### config.mk
export PLATFORM = sky130hd
export DESIGN_NAME = hsl_to_rgb_converter_top
export DESIGN_NICKNAME = d
export VERILOG_FILES = /design/src/hdl/h2r_pkg.sv /design/src/hdl/hsl_to_rgb_converter_top.sv
export VERILOG_INCLUDE_DIRS = /design/src /design/src/hdl
export SDC_FILE = /design/constraint.sdc
export NUM_CORES = 2
export LEC_CHECK = 0
export ABC_AREA = 1
export BUFFER_PORTS_ARGS = -buffer_cell sky130_fd_sc_hd__buf_2
export CORE_AREA = 2 2 309 311
export CTS_BUF_LIST = sky130_fd_sc_hd__clkbuf_4 sky130_fd_sc_hd__clkbuf_8
export CTS_CLUSTER_SIZE = 28
export DETAILED_ROUTE_END_ITERATION = 16
export DIE_AREA = 0 0 311 313
export PLACE_DENSITY = 0.79
export SYNTH_ARGS = -nofsm -noshare
export SYNTH_HDL_FRONTEND = slang
export SYNTH_SLANG_ARGS = --single-unit
### constraint.sdc
create_clock -name clk_i -period 7.2 [get_ports clk_i]
set_clock_uncertainty 0.2 [all_clocks]
set_input_delay 0.36 -clock clk_i [delete_from_list [all_inputs] [get_ports clk_i]]
set_output_delay 0.36 -clock clk_i [all_outputs]
set_load 0.01 [all_outputs]
### src/hdl/hsl_to_rgb_converter_top_assert.svh
// Assertion macros for the HSL to RGB converter.
`ifndef HSL_TO_RGB_CONVERTER_TOP_ASSERT_SVH
`define HSL_TO_RGB_CONVERTER_TOP_ASSERT_SVH

// Same-cycle implication, checked on clk_i outside reset.
`define H2R_ASSERT_IMP(lbl, pre, post, msg) \
  lbl: assert property (@(posedge clk_i) disable iff (!rst_ni) (pre) |-> (post)) \
    else $error(msg);

// Next-cycle implication, checked on clk_i outside reset.
`define H2R_ASSERT_NXT(lbl, pre, post, msg) \
  lbl: assert property (@(posedge clk_i) disable iff (!rst_ni) (pre) |=> (post)) \
    else $error(msg);

`endif

### src/hdl/h2r_pkg.sv
// Constants and types shared by the HSL to RGB converter.
`timescale 1ns / 1ps
package h2r_pkg;

  localparam int unsigned HueW  = 16;
  localparam int unsigned PctW  = 7;
  localparam int unsigned ChanW = 8;

  // floor(2^24 / 360): quotient estimate is low by at most one
  localparam logic [15:0] HueRecip = 16'd46603;
  localparam logic [8:0]  HueMod   = 9'd360;

  localparam logic [PctW-1:0] PctMax = 7'd100;

  // common denominator of c, x and m
  localparam logic [27:0] Den      = 28'd600000;
  localparam logic [27:0] HalfDen  = 28'd300000;
  // floor(2^38 / 600000): channel estimate is low by at most one
  localparam logic [18:0] ChanRecip = 19'd458129;

  typedef logic [19:0] frac_t;
  typedef logic [27:0] scaled_t;
  typedef logic [13:0] chroma_t;

  typedef enum logic [2:0] {
    SecRY = 3'd0,
    SecYG = 3'd1,
    SecGC = 3'd2,
    SecCB = 3'd3,
    SecBM = 3'd4,
    SecMR = 3'd5
  } sector_e;

endpackage

### src/hdl/hsl_to_rgb_converter_top.sv
// HSL to RGB converter: six-stage pipeline, one color per clock.
// The valid strobe rises at the same edge that loads the result registers.
// Throughput: one request per cycle; busy stays low, the pipeline never stalls.
// Reset clears only the valid bits of the pipeline; no results follow reset.
// Critical path: the 28x19 reciprocal multiply of the channel divide stage.
`timescale 1ns / 1ps
module hsl_to_rgb_converter_top (
  input  logic                      clk_i,
  input  logic                      rst_ni,
  input  logic                      start,
  output logic                      busy,
  input  logic [h2r_pkg::HueW-1:0]  hue_degrees_i,
  input  logic [h2r_pkg::PctW-1:0]  saturation_pct_i,
  input  logic [h2r_pkg::PctW-1:0]  lightness_pct_i,
  output logic                      valid_o,
  output logic [h2r_pkg::ChanW-1:0] red_o,
  output logic [h2r_pkg::ChanW-1:0] green_o,
  output logic [h2r_pkg::ChanW-1:0] blue_o
);
  import h2r_pkg::*;

  logic [5:0] v_q;

  // stage 1: hue quotient estimate, clamp, chroma
  logic [PctW-1:0] sat_cl, lig_cl;
  logic [7:0]      lig2;
  logic [7:0]      dl;
  logic [31:0]     hprod;
  chroma_t         cc1_d, cc1_q;
  logic [HueW-1:0] hue1_q;
  logic [7:0]      hq1_q;
  logic [PctW-1:0] lig1_q;

  // stage 2: hue remainder, sector, weights, c and m
  logic [15:0]     qx360;
  logic [15:0]     rem16;
  logic [9:0]      rem10;
  logic [8:0]      hr;
  logic [6:0]      hm;
  logic [5:0]      dh;
  sector_e         sec2_d, sec2_q;
  logic [5:0]      w2_q;
  chroma_t         cc2_q;
  frac_t           c2_d, c2_q, m2_d, m2_q;
  frac_t           l6k, cc30;

  // stage 3: secondary component
  frac_t           x3_d;
  sector_e         sec3_q;
  frac_t           c3_q, x3_q, m3_q;

  // stage 4: per-channel numerator
  frac_t           comp [3];
  frac_t           num  [3];
  scaled_t         p4_d [3];
  scaled_t         p4_q [3];

  // stage 5: reciprocal multiply
  logic [46:0]     cprod [3];
  logic [7:0]      est5_q [3];
  scaled_t         p5_q [3];

  // stage 6: correction
  scaled_t         estx [3];
  scaled_t         rem6 [3];
  logic [ChanW-1:0] chan6 [3];
  logic [ChanW-1:0] red_q, green_q, blue_q;

  assign busy = 1'b0;

  always_comb begin
    sat_cl = (saturation_pct_i > PctMax) ? PctMax : saturation_pct_i;
    lig_cl = (lightness_pct_i > PctMax) ? PctMax : lightness_pct_i;
    lig2   = {lig_cl, 1'b0};
    dl     = (lig2 >= 8'd100) ? (lig2 - 8'd100) : (8'd100 - lig2);
    cc1_d  = {7'd0, (PctMax - dl[6:0])} * {7'd0, sat_cl};
    hprod  = {16'd0, hue_degrees_i} * {16'd0, HueRecip};
  end

  always_comb begin
    qx360 = {8'd0, hq1_q} * 16'd360;
    rem16 = hue1_q - qx360;
    rem10 = rem16[9:0];
    hr    = (rem10 >= {1'b0, HueMod}) ? 9'(rem10 - {1'b0, HueMod}) : rem10[8:0];
    priority if (hr < 9'd60) begin
      sec2_d = SecRY;
      hm     = hr[6:0];
    end else if (hr < 9'd120) begin
      sec2_d = SecYG;
      hm     = hr[6:0];
    end else if (hr < 9'd180) begin
      sec2_d = SecGC;
      hm     = 7'(hr - 9'd120);
    end else if (hr < 9'd240) begin
      sec2_d = SecCB;
      hm     = 7'(hr - 9'd120);
    end else if (hr < 9'd300) begin
      sec2_d = SecBM;
      hm     = 7'(hr - 9'd240);
    end else begin
      sec2_d = SecMR;
      hm     = 7'(hr - 9'd240);
    end
    dh   = (hm >= 7'd60) ? 6'(hm - 7'd60) : 6'(7'd60 - hm);
    c2_d = {6'd0, cc1_q} * 20'd60;
    l6k  = {13'd0, lig1_q} * 20'd6000;
    cc30 = {6'd0, cc1_q} * 20'd30;
    m2_d = l6k - cc30;
  end

  assign x3_d = {6'd0, cc2_q} * {14'd0, 6'd60 - w2_q};

  always_comb begin
    unique case (sec3_q)
      SecRY: begin
        comp[0] = c3_q; comp[1] = x3_q; comp[2] = '0;
      end
      SecYG: begin
        comp[0] = x3_q; comp[1] = c3_q; comp[2] = '0;
      end
      SecGC: begin
        comp[0] = '0; comp[1] = c3_q; comp[2] = x3_q;
      end
      SecCB: begin
        comp[0] = '0; comp[1] = x3_q; comp[2] = c3_q;
      end
      SecBM: begin
        comp[0] = x3_q; comp[1] = '0; comp[2] = c3_q;
      end
      SecMR: begin
        comp[0] = c3_q; comp[1] = '0; comp[2] = x3_q;
      end
      default: begin
        comp[0] = '0; comp[1] = '0; comp[2] = '0;
      end
    endcase
    for (int i = 0; i < 3; i++) begin
      num[i]  = comp[i] + m3_q;
      p4_d[i] = {num[i], 8'd0} - {8'd0, num[i]} + HalfDen;
    end
  end

  always_comb begin
    for (int i = 0; i < 3; i++) begin
      cprod[i] = {19'd0, p4_q[i]} * {28'd0, ChanRecip};
      estx[i]  = {20'd0, est5_q[i]} * Den;
      rem6[i]  = p5_q[i] - estx[i];
      chan6[i] = (rem6[i] >= Den) ? (est5_q[i] + 8'd1) : est5_q[i];
    end
  end

  always_ff @(posedge clk_i or negedge rst_ni) begin
    if (!rst_ni) begin
      v_q <= '0;
    end else begin
      v_q <= {v_q[4:0], start && !busy};
    end
  end

  always_ff @(posedge clk_i) begin
    hue1_q <= hue_degrees_i;
    hq1_q  <= hprod[31:24];
    cc1_q  <= cc1_d;
    lig1_q <= lig_cl;

    sec2_q <= sec2_d;
    w2_q   <= dh;
    cc2_q  <= cc1_q;
    c2_q   <= c2_d;
    m2_q   <= m2_d;

    sec3_q <= sec2_q;
    c3_q   <= c2_q;
    x3_q   <= x3_d;
    m3_q   <= m2_q;

    for (int i = 0; i < 3; i++) begin
      p4_q[i]   <= p4_d[i];
      p5_q[i]   <= p4_q[i];
      est5_q[i] <= cprod[i][45:38];
    end

    red_q   <= chan6[0];
    green_q <= chan6[1];
    blue_q  <= chan6[2];
  end

  assign valid_o = v_q[5];
  assign red_o   = red_q;
  assign green_o = green_q;
  assign blue_o  = blue_q;

`include "hsl_to_rgb_converter_top_assert.svh"

  `H2R_ASSERT_IMP(a_hue_reduced, v_q[0], hr < HueMod, "hue remainder not below 360")
  `H2R_ASSERT_IMP(a_offset_nonneg, v_q[0], l6k >= cc30, "lightness offset went negative")
  `H2R_ASSERT_IMP(a_num_bound, v_q[2], (num[0] <= Den[19:0]) && (num[1] <= Den[19:0]) && (num[2] <= Den[19:0]), "channel numerator above denominator")
  `H2R_ASSERT_IMP(a_est_close, v_q[4], (rem6[0] < {Den[26:0], 1'b0}) && (rem6[1] < {Den[26:0], 1'b0}) && (rem6[2] < {Den[26:0], 1'b0}), "channel estimate off by more than one")
  `H2R_ASSERT_NXT(a_rounding, v_q[2], (p4_q[0] >= HalfDen) && (p4_q[1] >= HalfDen) && (p4_q[2] >= HalfDen), "rounding offset missing")

endmodule
==> run_results.csv <==
group,metric,value,unit
logic_synthesis,synth.most_common_cell,"inv_1",
floorplanning,ios,59,
detailed_routing,drc,0,
worst_setup_path,crit_type,"flop to flop",
detailed_routing,ant_nets,0,
sta,tightest_slew,0.857,ns
final_layout,area_growth,6.35,%
global_routing,grt_max_degree,19,
detailed_routing,drt-initial-drc-count,2588,
sta,slew_headroom,42.7,%
logic_synthesis,syn_avg_cell_area,8.58,um2
worst_setup_path,cp_max_fo,7,
place,place.gp.congestion,0.935,
worst_setup_path,reg2reg_slack,0.32,ns
floorplanning,fp.dieW,311,um
logic_synthesis,yosysTopAreaCell,"fa_1",
hold_path,worstHoldStart,"start",
worst_setup_path,r2r-start,"est5_q[0][23]",
global_routing,grt_overflow,0,
cts,cts_sinks,349,
global_routing,grt_first_pass_wirelength,235000,um
worst_setup_path,cp.required,7.62,ns
worst_setup_path,cp.arrival,7.30,ns
place,dp_hpwl,119000,um
worst_setup_path,cp-startpoint,"est5_q[0][23]",
worst_setup_path,critPathCaptureType,"flop",
outcome,status,"completed",
sta,finalSetupViolCount,0,
sta,fmax,0.145,GHz
logic_synthesis,synth_edf_count,0,
final_layout,final_core_util,68.3,%
logic_synthesis,yosys_warnings,0,
final_layout,multiInputGateArea,46500,um2
floorplanning,die_y,313,um
logic_synthesis,yosysUniqueCellTypes,67,
sta,period_share,95.6,%
cts,cts_tree,"done",
logic_synthesis,synth_ff_type,"dfxtp_1",
hold_path,hold_depth,2,
logic_synthesis,postSynthCellCount,7053,
logic_synthesis,seq_area_frac_synth,11.6,%
floorplanning,core,94200,um2
worst_setup_path,cp_slowest_cell,"fa_1",
logic_synthesis,synthTopCellsByArea,"fa_1 (29%), ha_1 (22%), inv_1 (11%)",
logic_synthesis,synth_top_area_share,29.0,%
sta,fin_crit,6.88,ns
global_routing,grt_usage,29.4,%
final_layout,seq_area,7020,um2
worst_setup_path,reg2reg_depth,30,
job,max-cap-violations,0,
cts,clk_latency,0.72,ns
floorplanning,initial_core_util,64.3,%
floorplanning,die-area,97300,um2
cts,clock-root-buffer,"clkbuf_8",
logic_synthesis,syn-cell-area,60500,um2
sta,hold_viol_final,0,
worst_setup_path,slowest_delay,0.58,ns
sta,drv_slew,0,
detailed_routing,vias_per_cell,5.43,
worst_setup_path,crit_path_start_kind,"flop",
global_routing,grt_pass1_vias,49412,
final_layout,nNetsFinal,9209,
final_layout,drive_above_1_share,4.00,%
detailed_routing,drt-pass1-iter-count,5,
detailed_routing,num_vias,46317,
detailed_routing,postRouteWirelength,138000,um
final_layout,fill_cells,7619,
logic_synthesis,ys_ff_latch,349,
cts,cts_buffers,67,
worst_setup_path,timing.rr.end,"blue_o[6]",
logic_synthesis,async_flop_share,1.72,%
hold_path,hp-class,"input port to flop",
global_routing,antenna_found_initial,2,
hold_path,min_to,"v_q[0]",
logic_synthesis,syn-num-nets,9047,
cts,clkTransAtPathRegs,0.07,ns
logic_synthesis,synth_common_cells,"inv_1 (1,840), ha_1 (1,084), fa_1 (877)",
sta,whs,0.108,ns
detailed_routing,wl_per_cell,16.1,um
cts,ctsLongestPathBuffers,3,
floorplanning,num_rows,113,
place,port_buffers,57,
cts,htree_levels,3,
through the flow:
stage | std cells | instance area (um2) | setup TNS (ns) | setup WS (ns)
CTS | 8526 | 64300 | 0 | 0.00204
global placement | 8378 | 62400 | 0 | 0.246
floorplan | 7053 | 60500 | 0 | 0.776
global route | 8533 | 64400 | -0.0322 | -0.0236
finish | 8533 | 64400 | 0 | 0.319
detailed placement | 8378 | 62400 | 0 | 0.0524
worst max-delay path by stage:
| stage | to | slack [ns] | cells after the start |
|---|---|---|---|
| after global routing | blue_o[6] | -0.02 | 29 |
| final | blue_o[6] | 0.32 | 30 |
| after detailed placement | blue_o[6] | 0.05 | 30 |
| after global placement | blue_o[1] | 0.25 | 30 |
| after floorplan | blue_o[1] | 0.78 | 30 |
| after CTS | blue_o[6] | 0.002 | 30 |
cell type report:
type                       count  area share [%]
antenna                        1         0.00389
clock buffer                  97            1.94
clock inverter                24           0.459
inverter                    1854            10.8
multi-input combinational   4837            72.3
sequential                   349            10.9
tap                         1265            2.46
timing repair buffer         106            1.14
routing by layer:
| metal | routed length, um | track usage (%) | up-vias |
|---|---|---|---|
| li1 | - | - | 22514 |
| met3 | 7680 | 3.73 | 246 |
| met1 | 59700 | 38.5 | 22386 |
| met5 | 0 | 0 | - |
| met4 | 3670 | 8.57 | 0 |
| met2 | 66500 | 51.1 | 1171 |
kinds of logic (layout without fill, tap and decap cells):
family	count (synthesis)	after routing	share of synthesized area [%]
flip-flops	349	349	11.6
other	1	2	0.00620
AND/OR/NAND/NOR	1512	1512	10.7
AO/OA/AOI/OAI	1000	1000	9.35
buffers and inverters	1867	2081	11.6
XOR/XNOR	363	363	5.29
adder cells (fa/ha/maj)	1961	1961	51.4
flip-flops by register name, summed over array words and instances (netlist names), 10 cells and up:
| signal | flops |
|---|---|
| p5_q | 66 |
| c2_q | 16 |
| c3_q | 17 |
| m3_q | 17 |
| cc2_q | 13 |
| x3_q | 19 |
| hue1_q | 10 |
| cc1_q | 13 |
| p4_q | 81 |
| est5_q | 24 |
| m2_q | 17 |
timing repair:
| item | in CTS | in global routing |
|---|---|---|
| setup buffers | 0 | 6 |
| gates resized for setup | 0 | 19 |
| endpoints found under the hold margin | 25 | 0 |
| hold buffers | 27 | 0 |
| endpoints found under the setup margin | 0 | 25 |
worst max-delay path: cells and delay by family (launching register included):
family                     cells  cell delay [ns]
AOI/OAI and AO/OA              9             1.48
xor gates and xnor gates       1             0.13
adders and majority gates      6             2.80
buffers and inverters          3             0.32
DFF                            1             0.40
and+or+nand+nor               11             1.47
cell usage in the layout, fill, tap and decap left out, types with 13 or more instances in the layout:
cell type,n
inv_1,1840
ha_1,1084
fa_1,877
nand2_1,840
a21oi_1,477
dfxtp_1,339
nor2_1,295
xor2_1,272
o21ai_0,209
nand3_1,180
xnor2_1,88
clkbuf_8,83
buf_2,57
nand4_1,53
o22ai_1,52
nor3_1,46
a31oi_1,42
o21bai_1,35
a21o_1,35
o21ai_1,29
dlygate4sd3_1,27
nor4_1,23
buf_4,21
o21a_1,19
o211ai_1,18
or2_2,16
clkbuf_4,14
nand2_2,13
Power is not shown: default switching activity piles up to over one toggle a cycle in this logic, so the estimate is an artifact.
